`src/hw/rtl/dbvm_pkg.sv`:
```
// ----------------------------------------------------------------------------
// dbvm_pkg
// Shared types and constants for the DC bus voltage monitor: value widths,
// register indexes, fault codes and sequencer states.
// ----------------------------------------------------------------------------
package dbvm_pkg;

	localparam int unsigned VAL_W     = 19;
	localparam int unsigned WEIGHT_W  = 9;
	localparam int unsigned CFG_IDX_W = 3;
	localparam int unsigned FAULT_W   = 2;

	localparam logic [VAL_W-1:0] VMAX = '1;

	localparam logic [CFG_IDX_W-1:0] REG_INPUT_WEIGHT    = 3'd0;
	localparam logic [CFG_IDX_W-1:0] REG_FEEDBACK_WEIGHT = 3'd1;
	localparam logic [CFG_IDX_W-1:0] REG_OV_LIMIT        = 3'd2;
	localparam logic [CFG_IDX_W-1:0] REG_UV_LIMIT        = 3'd3;
	localparam logic [CFG_IDX_W-1:0] REG_RT_LIMIT        = 3'd4;
	localparam logic [CFG_IDX_W-1:0] REG_IGNORE_UV       = 3'd5;
	localparam logic [CFG_IDX_W-1:0] REG_MANUAL_BUS      = 3'd6;

	localparam logic [WEIGHT_W-1:0] RST_INPUT_WEIGHT    = 9'd256;
	localparam logic [WEIGHT_W-1:0] RST_FEEDBACK_WEIGHT = 9'd0;
	localparam logic [VAL_W-1:0]    RST_OV_LIMIT        = 19'd194560;
	localparam logic [VAL_W-1:0]    RST_UV_LIMIT        = 19'd89600;
	localparam logic [VAL_W-1:0]    RST_RT_LIMIT        = 19'd38400;

	localparam logic [FAULT_W-1:0] FAULT_NONE = 2'd0;
	localparam logic [FAULT_W-1:0] FAULT_OV   = 2'd1;
	localparam logic [FAULT_W-1:0] FAULT_UV   = 2'd2;
	localparam logic [FAULT_W-1:0] FAULT_RT   = 2'd3;

	localparam logic ACTION_SAMPLE = 1'b0;
	localparam logic ACTION_REWIND = 1'b1;

	typedef enum logic [3:0] {
		ST_IDLE,
		ST_DIV,
		ST_GAIN,
		ST_DIODE,
		ST_SCALE,
		ST_RAW,
		ST_INW,
		ST_FILT,
		ST_DONE
	} state_t;

endpackage

```
`src/hw/rtl/dc_bus_voltage_monitor.sv`:
```
// ----------------------------------------------------------------------------
// dc_bus_voltage_monitor
// Converts DC bus ADC samples to volts, low-pass filters them and checks the
// filtered value against over-, under- and ride-through limits.
// A sample item runs DIV_STEPS shift-and-add passes for the divide by
// 2^ADC_BITS - 1 (two at default), then seven steps (gain, diode, scale, raw,
// input weight, filter, done) around the shared multiplier; a rewind item
// goes straight to done. A new item is accepted only while idle, after the
// previous result has been loaded into the output registers.
// Reset clears raw and filtered state and loads the register defaults.
// ----------------------------------------------------------------------------
module dc_bus_voltage_monitor #(
	parameter int unsigned FRACTION_BITS = 8,
	parameter int unsigned ADC_BITS      = 12
) (
	input  logic                                clk,
	input  logic                                arst_n,

	input  logic                                cfg_write,
	input  logic [dbvm_pkg::CFG_IDX_W-1:0]      cfg_index,
	input  logic [dbvm_pkg::VAL_W-1:0]          cfg_data,

	input  logic                                in_valid,
	output logic                                in_ready,
	input  logic                                action,
	input  logic [ADC_BITS-1:0]                 adc_sample,
	input  logic                                drive_ready,

	output logic                                out_valid,
	input  logic                                out_ready,
	output logic [dbvm_pkg::VAL_W-1:0]          raw_volts,
	output logic [dbvm_pkg::VAL_W-1:0]          filtered_volts,
	output logic [dbvm_pkg::VAL_W-1:0]          reported_volts,
	output logic [dbvm_pkg::FAULT_W-1:0]        fault_code,
	output logic                                trip
);

	localparam int unsigned VAL_W = dbvm_pkg::VAL_W;
	localparam int unsigned WT_W  = dbvm_pkg::WEIGHT_W;

	localparam longint unsigned ONE     = longint'(1) << FRACTION_BITS;
	localparam longint unsigned K_GAIN  = (39178 * ONE + 500) / 1000;
	localparam longint unsigned K_DIODE = (8 * ONE + 5) / 10;
	localparam longint unsigned K_SCALE = (1026 * ONE + 50) / 100;

	localparam int unsigned QW        = FRACTION_BITS + 2;
	localparam int unsigned DIV_STEPS = (QW + ADC_BITS - 1) / ADC_BITS + 1;
	localparam int unsigned CNT_W     = $clog2(DIV_STEPS);
	localparam int unsigned DS_W      = ADC_BITS + FRACTION_BITS + 3;
	localparam int unsigned S_W   = FRACTION_BITS + 7;
	localparam int unsigned MA_W  = (S_W > VAL_W) ? S_W : VAL_W;
	localparam int unsigned MB_W  = FRACTION_BITS + 6;
	localparam int unsigned P_W   = MA_W + MB_W;
	localparam int unsigned ACC_W = VAL_W + 1;

	dbvm_pkg::state_t state_q, state_next;

	logic [WT_W-1:0]  input_weight_q, feedback_weight_q;
	logic [VAL_W-1:0] ov_limit_q, uv_limit_q, rt_limit_q, manual_q;
	logic             ignore_uv_q;

	logic [VAL_W-1:0]    raw_q, filter_q;
	logic                ready_q;
	logic [ADC_BITS+1:0] num_q;
	logic [QW-1:0]       quo_q;
	logic [CNT_W-1:0]    cnt_q;
	logic [S_W-1:0]      s_q;
	logic [ACC_W-1:0]    acc_q;
	logic [P_W-1:0]      prod_q;

	logic [MA_W-1:0]     mul_a;
	logic [MB_W-1:0]     mul_b;
	logic [DS_W-1:0]     div_sum;
	logic [ADC_BITS+1:0] adc_x3;
	logic [ACC_W:0]      filt_sum;
	logic [VAL_W-1:0]    raw_sat, filt_sat;
	logic                in_fire, out_load;
	logic [dbvm_pkg::FAULT_W-1:0] fault_next;

	assign in_fire = in_valid && in_ready;
	assign adc_x3  = {2'b00, adc_sample} + {1'b0, adc_sample, 1'b0};
	assign div_sum = {1'b0, num_q, {FRACTION_BITS{1'b0}}} + DS_W'(quo_q) + DS_W'(1);

	assign raw_sat  = (|prod_q[P_W-1:FRACTION_BITS+VAL_W]) ? dbvm_pkg::VMAX
		: prod_q[FRACTION_BITS +: VAL_W];
	assign filt_sum = {1'b0, acc_q} + {1'b0, prod_q[8 +: ACC_W]};
	assign filt_sat = (|filt_sum[ACC_W:VAL_W]) ? dbvm_pkg::VMAX : filt_sum[VAL_W-1:0];

	always_comb begin
		if (filter_q > ov_limit_q) begin
			fault_next = dbvm_pkg::FAULT_OV;
		end else if (!ignore_uv_q && filter_q < uv_limit_q) begin
			fault_next = dbvm_pkg::FAULT_UV;
		end else if (ignore_uv_q && filter_q < rt_limit_q) begin
			fault_next = dbvm_pkg::FAULT_RT;
		end else begin
			fault_next = dbvm_pkg::FAULT_NONE;
		end
		if (!ready_q) begin
			fault_next = dbvm_pkg::FAULT_NONE;
		end
	end

	always_ff @(posedge clk or negedge arst_n) begin
		if (!arst_n) begin
			input_weight_q    <= dbvm_pkg::RST_INPUT_WEIGHT;
			feedback_weight_q <= dbvm_pkg::RST_FEEDBACK_WEIGHT;
			ov_limit_q        <= dbvm_pkg::RST_OV_LIMIT;
			uv_limit_q        <= dbvm_pkg::RST_UV_LIMIT;
			rt_limit_q        <= dbvm_pkg::RST_RT_LIMIT;
			ignore_uv_q       <= 1'b0;
			manual_q          <= '0;
		end else if (cfg_write) begin
			case (cfg_index)
				dbvm_pkg::REG_INPUT_WEIGHT:    input_weight_q    <= cfg_data[WT_W-1:0];
				dbvm_pkg::REG_FEEDBACK_WEIGHT: feedback_weight_q <= cfg_data[WT_W-1:0];
				dbvm_pkg::REG_OV_LIMIT:        ov_limit_q        <= cfg_data;
				dbvm_pkg::REG_UV_LIMIT:        uv_limit_q        <= cfg_data;
				dbvm_pkg::REG_RT_LIMIT:        rt_limit_q        <= cfg_data;
				dbvm_pkg::REG_IGNORE_UV:       ignore_uv_q       <= cfg_data[0];
				dbvm_pkg::REG_MANUAL_BUS:      manual_q          <= cfg_data;
				default: ;
			endcase
		end
	end

	always_ff @(posedge clk or negedge arst_n) begin
		if (!arst_n) begin
			state_q <= dbvm_pkg::ST_IDLE;
		end else begin
			state_q <= state_next;
		end
	end

	always_comb begin
		state_next = state_q;
		in_ready   = 1'b0;
		out_load   = 1'b0;
		mul_a      = '0;
		mul_b      = '0;
		case (state_q)
			dbvm_pkg::ST_IDLE: begin
				in_ready = 1'b1;
				if (in_valid) begin
					state_next = (action == dbvm_pkg::ACTION_REWIND) ? dbvm_pkg::ST_DONE
						: dbvm_pkg::ST_DIV;
				end
			end
			dbvm_pkg::ST_DIV: begin
				if (cnt_q == '0) begin
					state_next = dbvm_pkg::ST_GAIN;
				end
			end
			dbvm_pkg::ST_GAIN: begin
				mul_a      = MA_W'(quo_q);
				mul_b      = MB_W'(K_GAIN);
				state_next = dbvm_pkg::ST_DIODE;
			end
			dbvm_pkg::ST_DIODE: begin
				mul_a      = MA_W'(filter_q);
				mul_b      = MB_W'(feedback_weight_q);
				state_next = dbvm_pkg::ST_SCALE;
			end
			dbvm_pkg::ST_SCALE: begin
				mul_a      = MA_W'(s_q);
				mul_b      = MB_W'(K_SCALE);
				state_next = dbvm_pkg::ST_RAW;
			end
			dbvm_pkg::ST_RAW: begin
				state_next = dbvm_pkg::ST_INW;
			end
			dbvm_pkg::ST_INW: begin
				mul_a      = MA_W'(raw_q);
				mul_b      = MB_W'(input_weight_q);
				state_next = dbvm_pkg::ST_FILT;
			end
			dbvm_pkg::ST_FILT: begin
				state_next = dbvm_pkg::ST_DONE;
			end
			dbvm_pkg::ST_DONE: begin
				if (!out_valid || out_ready) begin
					out_load   = 1'b1;
					state_next = dbvm_pkg::ST_IDLE;
				end
			end
			default: state_next = dbvm_pkg::ST_IDLE;
		endcase
	end

	always_ff @(posedge clk) begin
		prod_q <= P_W'(mul_a) * P_W'(mul_b);
	end

	always_ff @(posedge clk or negedge arst_n) begin
		if (!arst_n) begin
			raw_q    <= '0;
			filter_q <= '0;
		end else if (in_fire && action == dbvm_pkg::ACTION_REWIND) begin
			filter_q <= raw_q;
		end else if (state_q == dbvm_pkg::ST_RAW) begin
			raw_q <= raw_sat;
		end else if (state_q == dbvm_pkg::ST_FILT) begin
			filter_q <= filt_sat;
		end
	end

	always_ff @(posedge clk) begin
		if (in_fire) begin
			ready_q <= drive_ready;
			num_q   <= adc_x3;
			quo_q   <= '0;
			cnt_q   <= CNT_W'(DIV_STEPS - 1);
		end else if (state_q == dbvm_pkg::ST_DIV) begin
			quo_q <= div_sum[ADC_BITS +: QW];
			cnt_q <= cnt_q - 1'b1;
		end
		if (state_q == dbvm_pkg::ST_DIODE) begin
			s_q <= prod_q[FRACTION_BITS +: S_W] + S_W'(K_DIODE);
		end
		if (state_q == dbvm_pkg::ST_SCALE) begin
			acc_q <= prod_q[8 +: ACC_W];
		end
	end

	always_ff @(posedge clk or negedge arst_n) begin
		if (!arst_n) begin
			out_valid <= 1'b0;
		end else if (out_load) begin
			out_valid <= 1'b1;
		end else if (out_ready) begin
			out_valid <= 1'b0;
		end
	end

	always_ff @(posedge clk) begin
		if (out_load) begin
			raw_volts      <= raw_q;
			filtered_volts <= filter_q;
			reported_volts <= (manual_q != '0) ? manual_q : filter_q;
			fault_code     <= fault_next;
			trip           <= fault_next != dbvm_pkg::FAULT_NONE;
		end
	end

endmodule

```
`config.mk`:
```
export PLATFORM = sky130hd
export DESIGN_NAME = dc_bus_voltage_monitor
export DESIGN_NICKNAME = d
export VERILOG_FILES = /design/src/hw/rtl/dbvm_pkg.sv /design/src/hw/rtl/dc_bus_voltage_monitor.sv
export SDC_FILE = /design/constraint.sdc
export NUM_CORES = 1
export LEC_CHECK = 0
export ABC_AREA = 1
export ABC_CLOCK_PERIOD_IN_PS = 9250
export BUFFER_PORTS_ARGS = -buffer_cell sky130_fd_sc_hd__buf_2
export CORE_UTILIZATION = 55
export CTS_CLUSTER_SIZE = 16
export DETAILED_ROUTE_END_ITERATION = 6
export PLACE_DENSITY = 0.8
export SLEW_MARGIN = 0
export SYNTH_ARGS = -nofsm -noshare
export SYNTH_HDL_FRONTEND = slang
export SYNTH_SLANG_ARGS = --single-unit
```
`constraint.sdc`:
```
create_clock -name clk -period 9.25 [get_ports clk]
set_input_delay 0.925 -clock clk [delete_from_list [all_inputs] [get_ports clk]]
set_output_delay 0.925 -clock clk [all_outputs]
set_load 0.005 [all_outputs]
```
# Word-level counts from Yosys, hierarchy flattened
# Index checks and enable logic that the tools add are counted.
# op_classes
addsub	6
n_mul	1
magnitude_cmp	3
eq_ne	18
mux	22
bitwise_logic	1
reduce_logical	25
# op_table
op	n
19-bit 2-to-1 mux	6
19-bit one-hot mux with 4 select lines	1
14-bit one-hot mux with 4 select lines	1
19-bit < comparator	2
4-bit one-hot mux with 9 select lines	1
19-bit by 14-bit multiplier with 33-bit output	1
22-bit by 1-bit adder with 22-bit output (second input constant)	1
22-bit by 10-bit adder with 22-bit output	1
20-bit by 20-bit adder with 21-bit output	1
19-bit > comparator	1
19-bit nonzero test	1
2-bit AND reduction	9
4-bit by 3-bit == test with 1-bit output (second input constant)	4
4-bit 2-to-1 mux	4
15-bit by 8-bit adder with 15-bit output (second input constant)	1
12-bit by 13-bit adder with 14-bit output	1
3-bit == test (second input constant)	3
4-bit by 2-bit == test with 1-bit output (second input constant)	2
2-bit 2-to-1 mux	4
2-bit inequality test (second input constant)	4
3-bit by 2-bit == test with 1-bit output (second input constant)	2
2-bit nonzero test	3
6-bit OR reduction	1
1-bit 2-to-1 mux	5
other kinds (12)	16
# word_totals
regBits	292
input_bits	41
out_inout_bits	62
word_cells	99

# Logic depth before layout (Yosys ltp)
# Gate-level depths: netlist (run 1).
# logic_depth
ltp_word	7
ltp_mapped	32
ltp_nobuf	31

# Worst setup path before layout (run 1)
# No wires, ideal clock.
# synth_path
path_type	flip-flop to flip-flop
from	reg state_q[3]
to	reg prod_q[28]
arrival_ps	6438
required_ps	9138
slack_ps	2699
path_stages_with_launch	28
period_less_slack_ps	6551
cell_sequence	dfrtp_1 -> nor2_4 -> inv_2 -> nor2_2 -> inv_2 -> buf_2 -> o221ai_2 -> buf_2 -> nand2_1 -> fa_1 -> fa_1 -> inv_1 -> fa_1 -> fa_1 -> fa_1 -> inv_1 -> fa_1 -> inv_1 -> ha_1 -> a21o_1 -> nand3_1 -> nand2_1 -> a21oi_1 -> nor2_1 -> nor3_1 -> nand2_1 -> nand2_1 -> nand2_1
# synth_via
elab_chain_len	3
elab_cells_between_ends	7
# synth_rtl
element	line	text
start, declared	dc_bus_voltage_monitor.sv:56	dbvm_pkg::state_t state_q, state_next;
start signal, assigned	dc_bus_voltage_monitor.sv:129	state_q <= dbvm_pkg::ST_IDLE;
start signal, assigned	dc_bus_voltage_monitor.sv:131	state_q <= state_next;
4-bit by 3-bit == test with 1-bit output / 4-bit by 2-bit == test with 1-bit output (equally long branches)	dc_bus_voltage_monitor.sv:141	case (state_q)
19-bit one-hot mux with 4 select lines / 14-bit one-hot mux with 4 select lines (equally long branches)	dc_bus_voltage_monitor.sv:141	
19-bit by 14-bit multiplier with 33-bit output *	dc_bus_voltage_monitor.sv:191	prod_q <= P_W'(mul_a) * P_W'(mul_b);
end signal, assigned	dc_bus_voltage_monitor.sv:191	
end, declared	dc_bus_voltage_monitor.sv:69	logic [P_W-1:0] prod_q;
# Every way passes the cells marked *; elsewhere a longest branch is shown, timed or not.
# A chain may end at the register's enable or synchronous reset.

# Final worst setup path (run 1)
# layout_path
from	reg state_q[3]
to	reg prod_q[27]
# Same word-level chain as after synthesis.

==> impl_metrics.py, run 1 <==
metrics = {
    "detailed_routing": {
        "ant_nets": 0,
        "vias": 18900,
        "first_iter_violations": 2072,
        "drc": 7,
        "drtPass1Iterations": 7,
        "wl_um": 67000,
        "routedWlPerCell_um": 20.2,
        "vias_per_cell": 5.69,
    },
    "sta": {
        "rsz0062_at_grt": "no",
        "relSlewSlack": 0.172,
        "fin_setup_tns_ps": 0,
        "worst_pin_slew_ps": 1240,
        "post-route-period-util": 0.858,
        "hold_viol_final": 0,
        "worst_clock_skew_ps": 11.4,
        "final.min_clock_period_ps": 7930,
        "fmax_mhz": 126,
        "slew_viol_final": 0,
        "finalSetupViolCount": 0,
    },
    "clock_tree": {
        "tritoncts": "yes",
        "clkLatencyLatePin_ps": 600,
        "cts_buffers": 31,
        "htree_num_levels": 1,
        "postCtsResizedCells": 0,
        "post_cts_buffers": 0,
        "root_buffer": "clkbuf_16",
        "clk_pin_slew_worst_paths_ps": 70,
        "cts_buffer_depth": 3,
        "clock-sinks": 284,
        "cts_hold_buf": 0,
    },
    "finish": {
        "final_common_cell": "inv_1",
        "final_layout_size_suffix_gt1_frac": 0.0797,
        "regArea_mm2": 0.00750,
        "area_growth_pct": 9.62,
        "nFillCells": 3419,
        "nets": 3200,
        "antenna_cells": 0,
        "multi_input_area_mm2": 0.0128,
        "layout_common_cells": "inv_1, nand2_1, o21ai_0",
    },
    "logic_synthesis": {
        "synth_area_mm2": 0.0226,
        "synth_cell_types": 53,
        "synth_ff_type": "dfrtp_1",
        "yosys.area.top_type": "fa_1",
        "yosys_warnings": 0,
        "synth_cells": 2656,
        "synth-edff-count": 110,
        "synth_area_leaders": "fa_1, edfxtp_1, dfrtp_1, ha_1, inv_1",
        "yosys.area.top_type_share": 0.163,
        "ys_ff_latch": 284,
        "syn_avg_cell_area_um2": 8.49,
        "ys_async_sr_fraction": 0.486,
        "synth.yosys.seq_area_share": 0.332,
    },
    "global_routing": {
        "grt_overflow_total": 0,
        "grt_pass1_wl_um": 104000,
        "grt_max_degree": 79,
        "grt_use_total": 0.329,
        "grt_pass1_vias": 18700,
        "antenna_found_initial": 0,
    },
    "place": {
        "hpwlAfterDp_um": 52700,
        "gp_congestion": 0.981,
        "io_buffer_count": 102,
    },
    "power_and_ir_drop": {
        "p_leak_nw": 12.8,
        "power.density_mw_per_mm2": 296,
        "ir_drop_v": 0.000207,
        "finalPower_mw": 7.32,
    },
    "setup_path": {
        "critPathLaunchType": "register",
        "r2r_cells": 28,
        "crit_top_cell": "inv_1",
        "slowest_delay_ps": 680,
        "endpoint_kind": "register",
        "r2r_slack_ps": 1320,
        "rr_startpoint": "state_q[3]$_DFFE_PN0P_",
        "cp_max_fo": 21,
        "cp.arrival_ps": 8420,
        "cp_data_required_time_ps": 9740,
        "crit_end": "prod_q[27]$_DFF_P_",
        "critPathSlowestCell": "nand2_1",
        "crit_start": "state_q[3]$_DFFE_PN0P_",
        "criticalPathCategory": "register to register",
        "r2r_end": "prod_q[27]$_DFF_P_",
    },
    "run_status": {
        "status": "finished with violations",
        "failed_checks": "DRC",
    },
    "floorplanning": {
        "initial_core_util": 0.563,
        "core_mm2": 0.0401,
        "rows": 73,
        "die_y_um": 205,
        "die_w_um": 205,
        "ios": 103,
        "die_area_mm2": 0.0418,
    },
    "worst_hold_path": {
        "hold_class": "input pin to async pin",
    },
    "flow_run": {
        "drv_cap": 0,
    },
}
==> worst min-delay path by stage <==
stage / to / slack [ps]
floorplan: raw_volts[10]$_DFFE_PP_ / 420
global placement: ov_limit_q[1]$_DFFE_PN0P_ / 470
detailed placement: raw_volts[6]$_DFFE_PP_ / 470
CTS: ov_limit_q[9]$_DFFE_PN0P_ / 310
global route: ov_limit_q[9]$_DFFE_PN0P_ / 330
finish: ov_limit_q[9]$_DFFE_PN0P_ / 280
==> cells in the mapped netlist, types with 3 or more instances <==
cell type and number:
inv_1 572, nand2_1 537, o21ai_0 217, ha_1 201, fa_1 184, nor2_1 183, dfrtp_1 121, edfxtp_1 110
a21oi_1 100, nand3_1 80, dfxtp_1 36, clkbuf_1 34, xor2_1 34, nor3_1 25, o22ai_1 22, nand4_1 20
o21bai_1 18, xnor2_1 18, dfstp_2 17, a31oi_1 12, buf_2 10, nor4_1 9, a21o_1 8, inv_2 8
nor2_2 8, o21a_1 7, nand2_2 6, o211ai_1 6, o21ai_1 5, o221ai_2 5, o22ai_2 5, and3_1 4
buf_1 3, nand3_2 3, nor2_4 3
==> where the power goes <==
group | total [mW] | switching (mW) | internal, mW | leakage (nW)
combinational | 3.92 | 2.65 | 1.27 | 9.34
sequential | 2.14 | 0.413 | 1.73 | 2.97
clock | 1.26 | 0.531 | 0.731 | 0.507
==> metal layers <==
metal	wire [um]	vias up	global-route usage
met4	4480	0	0.181
met1	26100	9080	0.431
met3	6760	221	0.0662
met2	29700	1009	0.514
li1	-	8595	-
met5	0	-	0
==> cells by family (layout without fill, tap and decap cells) <==
| kind of cell | Yosys count | count (layout) | share of synthesized area |
|---|---|---|---|
| AO/OA/AOI/OAI | 419 | 419 | 0.106 |
| XOR/XNOR | 52 | 52 | 0.0202 |
| adder cells (fa/ha/maj) | 385 | 385 | 0.275 |
| buffers and inverters | 633 | 752 | 0.107 |
| flip-flops | 284 | 284 | 0.332 |
| other | 2 | 26 | 0.000333 |
| AND/OR/NAND/NOR | 881 | 881 | 0.160 |
==> metrics by stage <==
stage          area, um^2  hold slack [ps]  std cells  worst slack, ps   util
6_report            24700              277       3324             1320  0.617
5_1_grt             24700              331       3324              905  0.617
4_1_cts             24700              305       3324             1480  0.617
3_5_place_dp        23700              471       3266             1520  0.591
3_3_place_gp        23700              466       3266             1720  0.591
2_1_floorplan       22600              425       2680             2700      -
==> sequential cells by signal, summed over array words and instances, names as in the netlist, 14 cells and up <==
signal	count
s_q	15
acc_q	20
reported_volts	19
prod_q	25
ov_limit_q	19
rt_limit_q	19
manual_q	19
raw_q	19
filter_q	19
raw_volts	19
filtered_volts	19
uv_limit_q	19
num_q	14
==> worst max-delay path: cells and delay by family (launching register included) <==
family / cells / cell delay (ps)
AOI/OAI and AO/OA: 5 / 840
adders and majority gates: 7 / 3290
and+or+nand+nor: 9 / 2120
buffers and inverters: 7 / 1100
DFF: 1 / 450
==> cell type report <==
class	count	area share
well taps	525	0.0266
repair buffers	111	0.0236
clock buffers	49	0.0383
clock inverters	9	0.00364
flip-flops and latches	284	0.303
multi-input cells	1763	0.516
inverters	583	0.0886
No activity file was read; power rests on OpenSTA's default activity.
==> run 2: changes to the inputs <==
--- a/config.mk
+++ b/config.mk
@@ -7,7 +7,7 @@
 export LEC_CHECK = 0
 export ABC_AREA = 1
 export ABC_CLOCK_PERIOD_IN_PS = 9250
-export BUFFER_PORTS_ARGS = -buffer_cell sky130_fd_sc_hd__buf_2
+export BUFFER_PORTS_ARGS = -buffer_cell sky130_fd_sc_hd__buf_4
 export CORE_UTILIZATION = 55
 export CTS_CLUSTER_SIZE = 16
 export DETAILED_ROUTE_END_ITERATION = 6
==> run 2 against run 1 <==
Effect of this change: the flow now finishes without violations; register-to-register slack improved by 330 ps; fmax increased by 4.4%; setup slack better by 330 ps; routed wire length up 1.5%; largest cell class unchanged.
==> impl_metrics.py, run 2 (synthesis gave the netlist of run 1 again) <==
metrics = {
    "setup_path": {
        "criticalPathCategory": "register to register",
        "cp_data_required_time_ps": 9720,
        "cp.arrival_ps": 8080,
        "crit_start": "state_q[3]$_DFFE_PN0P_",
        "critPathLaunchType": "register",
        "endpoint_kind": "register",
        "rr_startpoint": "state_q[3]$_DFFE_PN0P_",
        "cp_max_fo": 21,
    },
    "sta": {
        "worst_pin_slew_ps": 1200,
        "rsz0062_at_grt": "no",
        "hold_viol_final": 0,
        "slew_viol_final": 0,
        "post-route-period-util": 0.822,
        "worst_clock_skew_ps": 38.0,
        "final.min_clock_period_ps": 7600,
        "fin_setup_tns_ps": 0,
        "fmax_mhz": 132,
        "finalSetupViolCount": 0,
        "relSlewSlack": 0.198,
    },
    "detailed_routing": {
        "vias_per_cell": 5.63,
        "drc": 0,
        "wl_met1_um": 27800,
        "ant_nets": 0,
        "first_iter_violations": 1696,
        "dr.max_layer_used": "met5",
        "met2_wirelength_um": 31100,
        "wl_um": 68100,
        "drtPass1Iterations": 6,
        "met3RoutedLength_um": 5500,
        "routedWlPerCell_um": 20.5,
        "vias": 18700,
    },
    "power_and_ir_drop": {
        "p_seq_frac": 0.289,
        "pwr-share-clk": 0.170,
        "sw_frac_of_total": 0.494,
        "p_leak_nw": 12.9,
        "intPower_mw": 3.73,
        "power.density_mw_per_mm2": 296,
        "ir_drop_v": 0.000197,
        "switchingPower_mw": 3.65,
        "pwr-share-comb": 0.541,
    },
    "place": {
        "io_buffer_count": 102,
        "place_inst": 3269,
        "gp_congestion": 1.04,
        "hpwlAfterDp_um": 54800,
    },
    "global_routing": {
        "antenna_found_initial": 2,
        "grt_use_total": 0.336,
        "grt_pass1_wl_um": 106000,
        "grt_overflow_total": 0,
        "grt_pass1_vias": 18700,
        "grt_max_degree": 75,
    },
    "finish": {
        "area_growth_pct": 10.7,
        "largest_reg_flops": 25,
        "stdcell_count": 3327,
        "final_layout_size_suffix_gt1_frac": 0.0807,
        "final_common_cell": "inv_1",
        "regMostFlops": "prod_q",
        "nFillCells": 3497,
        "regArea_mm2": 0.00750,
        "multi_input_area_mm2": 0.0128,
        "layout_common_cells": "inv_1, nand2_1, o21ai_0",
        "nets": 3203,
        "top_regs": "prod_q (25), acc_q (20)",
        "antenna_cells": 0,
    },
    "clock_tree": {
        "clk_pin_slew_worst_paths_ps": 70,
        "cts_buffers": 31,
        "cts_hold_buf": 0,
        "htree_num_levels": 1,
        "post_cts_buffers": 0,
        "postCtsResizedCells": 0,
        "cts_buffer_depth": 3,
        "root_buffer": "clkbuf_16",
        "clock-sinks": 284,
        "clkLatencyLatePin_ps": 610,
        "tritoncts": "yes",
    },
    "run_status": {
        "status": "completed",
    },
    "floorplanning": {
        "die_y_um": 205,
        "ios": 103,
        "die_area_mm2": 0.0418,
        "core_mm2": 0.0401,
        "rows": 73,
        "die_w_um": 205,
        "initial_core_util": 0.563,
    },
    "worst_hold_path": {
        "hold_class": "input pin to async pin",
    },
    "flow_run": {
        "drv_cap": 0,
    },
}
run 2: power by group through the flow:
stage	sequential [mW]	clock (mW)	combinational [mW]
CTS	2.12	1.25	3.91
global placement	2.13	0	3.79
global route	2.15	1.31	4.45
finish	2.14	1.25	3.99
detailed placement	2.14	0	3.85
floorplan	1.93	0	2.64
run 2: cell type report:
class                           count  area share
Clock buffer                       37      0.0320
Clock inverter                     21     0.00847
Inverter                          583      0.0877
Multi-Input combinational cell   1763       0.511
Sequential cell                   284       0.300
Tap cell                          525      0.0263
Timing Repair Buffer              114      0.0344
run 2: worst paths after layout:
kind / to / slack [ps] / cells after the start
worst max-delay path: prod_q[29]$_DFF_P_ / 1650 / 27
worst min-delay path: ov_limit_q[18]$_DFFE_PN0P_ / 300 / 1
worst max register to register: prod_q[29]$_DFF_P_ / 1650 / 27
worst min register to register: raw_volts[5]$_DFFE_PP_ / 460 / 0
max in group asynchronous: raw_q[6]$_DFFE_PN0P_ / 7580 / 2
min in group clk: raw_volts[5]$_DFFE_PP_ / 460 / 0
run 2: routing by layer:
metal,vias up,GRT usage
met5,-,0
met4,2,0.151
met3,206,0.0525
met2,840,0.540
met1,9074,0.449
li1,8601,-
run 2: worst max-delay path, stage by stage, from the launching register on:
cell     delay [ps]
dfrtp_1         440
nor2_2          480
nand2_1         100
buf_4           250
inv_1           200
nand2_1          70
nand3_1         460
inv_1           440
nor2_1          260
fa_1            460
inv_1            80
fa_1            400
inv_1            90
fa_1            410
fa_1            560
fa_1            570
inv_1            80
fa_1            550
inv_1            60
ha_1            380
a21oi_1         190
o21ai_0         140
a21oi_1         280
o21ai_0         120
a31oi_1         200
nand2_1          90
nand2_1          60
nand2_1          40
run 2: stage by stage:
step | instance area [um^2] | setup slack [ps] | util | hold WS, ps | total power [mW]
detailed placement | 24000 | 1820 | 0.598 | 469 | 5.99
global route | 25000 | 1210 | 0.623 | 355 | 7.91
finish | 25000 | 1650 | 0.623 | 296 | 7.38
global placement | 24000 | 1840 | 0.598 | 467 | 5.92
CTS | 25000 | 1780 | 0.623 | 329 | 7.28
floorplan | 22600 | 2700 | - | 425 | 4.58
==> run 3: changes to the inputs <==
--- a/config.mk
+++ b/config.mk
@@ -6,7 +6,7 @@
 export NUM_CORES = 1
 export LEC_CHECK = 0
 export ABC_AREA = 1
-export ABC_CLOCK_PERIOD_IN_PS = 9250
+export ABC_CLOCK_PERIOD_IN_PS = 7900
 export BUFFER_PORTS_ARGS = -buffer_cell sky130_fd_sc_hd__buf_4
 export CORE_UTILIZATION = 55
 export CTS_CLUSTER_SIZE = 16
==> constraint.sdc (replaced) <==
create_clock -name clk -period 7.9 [get_ports clk]
set_input_delay 0.79 -clock clk [delete_from_list [all_inputs] [get_ports clk]]
set_output_delay 0.79 -clock clk [all_outputs]
set_load 0.005 [all_outputs]
==> run 3 against run 2 <==
Effect of this change: flip-flop and latch count unchanged; register-to-register slack lost 1200 ps; sequential share of layout area down 0.12 points; utilization up 0.25 points; largest power group unchanged; highest routed layer is now met4.
==> impl_metrics.py, run 3 (synthesis gave the netlist of run 1 again) <==
metrics = {
    "sta": {
        "final.min_clock_period_ps": 7450,
        "worst_pin_slew_ps": 1290,
        "relSlewSlack": 0.140,
        "rsz0062_at_grt": "no",
        "timing.hold.ws_ps": 181,
        "worst_clock_skew_ps": 10.2,
        "fmax_mhz": 134,
        "fin_setup_tns_ps": 0,
        "slew_viol_final": 0,
        "finalSetupViolCount": 0,
        "hold_viol_final": 0,
        "post-route-period-util": 0.943,
    },
    "detailed_routing": {
        "vias_per_cell": 5.67,
        "first_iter_violations": 2064,
        "wl_um": 67200,
        "drtPass1Iterations": 7,
        "vias": 18900,
        "ant_nets": 0,
        "routedWlPerCell_um": 20.2,
        "drc": 0,
    },
    "global_routing": {
        "grt_pass1_vias": 18600,
        "grt_max_degree": 78,
        "grt_pass1_wl_um": 105000,
        "grt_use_total": 0.332,
        "grt_overflow_total": 0,
        "antenna_found_initial": 2,
    },
    "flow_run": {
        "drv_cap": 0,
    },
    "clock_tree": {
        "clock-sinks": 284,
        "post_cts_buffers": 0,
        "clk_pin_slew_worst_paths_ps": 70,
        "postCtsResizedCells": 0,
        "htree_num_levels": 1,
        "cts_buffers": 30,
        "cts_buffer_depth": 3,
        "cts_hold_buf": 0,
        "clkLatencyLatePin_ps": 590,
        "root_buffer": "clkbuf_16",
        "tritoncts": "yes",
    },
    "floorplanning": {
        "die_area_mm2": 0.0418,
        "rows": 73,
        "die_y_um": 205,
        "initial_core_util": 0.563,
        "ios": 103,
        "die_w_um": 205,
        "core_mm2": 0.0401,
    },
    "place": {
        "io_buffer_count": 102,
        "hpwlAfterDp_um": 53100,
        "gp_congestion": 1.02,
        "place_inst": 3272,
    },
    "setup_path": {
        "criticalPathCategory": "register to register",
        "cp_data_required_time_ps": 8390,
        "cp_max_fo": 16,
        "crit_start": "state_q[2]$_DFFE_PN0P_",
        "endpoint_kind": "register",
        "rr_startpoint": "state_q[2]$_DFFE_PN0P_",
        "critPathLaunchType": "register",
        "cp.arrival_ps": 7940,
    },
    "finish": {
        "multi_input_area_mm2": 0.0128,
        "area_growth_pct": 11.2,
        "utilization": 0.625,
        "final_layout_size_suffix_gt1_frac": 0.0831,
        "regMostFlops": "prod_q",
        "top_regs": "prod_q (25), acc_q (20)",
        "layout_common_cells": "inv_1, nand2_1, o21ai_0",
        "stdcell_count": 3329,
        "final_common_cell": "inv_1",
        "regArea_mm2": 0.00750,
        "nFillCells": 3403,
        "nets": 3205,
        "largest_reg_flops": 25,
    },
    "power_and_ir_drop": {
        "ir_drop_v": 0.000310,
        "finalPower_mw": 8.74,
        "p_leak_nw": 12.9,
        "power.density_mw_per_mm2": 349,
    },
    "worst_hold_path": {
        "hold_class": "input pin to async pin",
    },
    "run_status": {
        "status": "completed",
    },
}
-- run 3: changes by cell type in the layout (fill, tap and decap cells not counted), sizes merged --
| cell | before | now |
|---|---|---|
| clkinv | 16 | 12 |
| inv | 583 | 585 |
| diode | 0 | 1 |
| clkbuf | 37 | 34 |
| buf | 114 | 117 |
| bufinv | 3 | 6 |
-- run 3: power by group --
part	total [mW]	internal, mW	switching [mW]
clock network	1.57	0.913	0.653
logic	4.69	1.53	3.16
registers	2.49	2.02	0.462
total	8.74	4.47	4.27
-- run 3: final timing paths --
kind	end	slack, ps	cells after the start
max reg2reg	prod_q[29]$_DFF_P_	450	26
min	ov_limit_q[10]$_DFFE_PN0P_	180	1
max in group asynchronous	manual_q[12]$_DFFE_PN0P_	6320	2
max	prod_q[29]$_DFF_P_	450	26
min reg2reg	raw_volts[10]$_DFFE_PP_	460	0
min in group clk	ready_q$_DFFE_PP_	380	1
-- run 3: worst max-delay path, stage by stage (launching register included) --
cell and delay, ps:
dfrtp_1 430, inv_2 90, nor2_2 40, buf_4 180
nand2_1 550, inv_1 310, nand2_1 130, nand3_1 550
nand2_1 280, fa_1 460, fa_1 510, inv_1 50
fa_1 460, fa_1 530, fa_1 620, inv_1 90
fa_1 540, inv_1 40, ha_1 360, a21oi_1 220
o21ai_0 150, a21oi_1 240, o21ai_0 110, a31oi_1 220
nand2_1 80, nand2_1 60, nand2_1 40
-- run 3: per-layer routing --
metal | track usage | vias up | wire length [um]
met1 | 0.441 | 9123 | 26700
met2 | 0.548 | 968 | 31300
li1 | - | 8617 | -
met5 | 0 | - | 0
met4 | 0.136 | 0 | 3490
met3 | 0.0439 | 184 | 5710
-- run 3: per-stage QoR --
stage	setup slack (ps)	instance area [um^2]
2_1_floorplan	1350	22600
3_3_place_gp	767	24000
3_5_place_dp	648	24000
4_1_cts	620	25100
5_1_grt	15.1	25100
6_report	450	25100
-- run 3: cell type report --
type	instances	area share
diodes	1	0.0000998
clock buffers	34	0.0309
clock inverters	22	0.0123
inverters	583	0.0873
multi-input cells	1763	0.509
flip-flops and latches	284	0.299
well taps	525	0.0262
repair buffers	117	0.0352
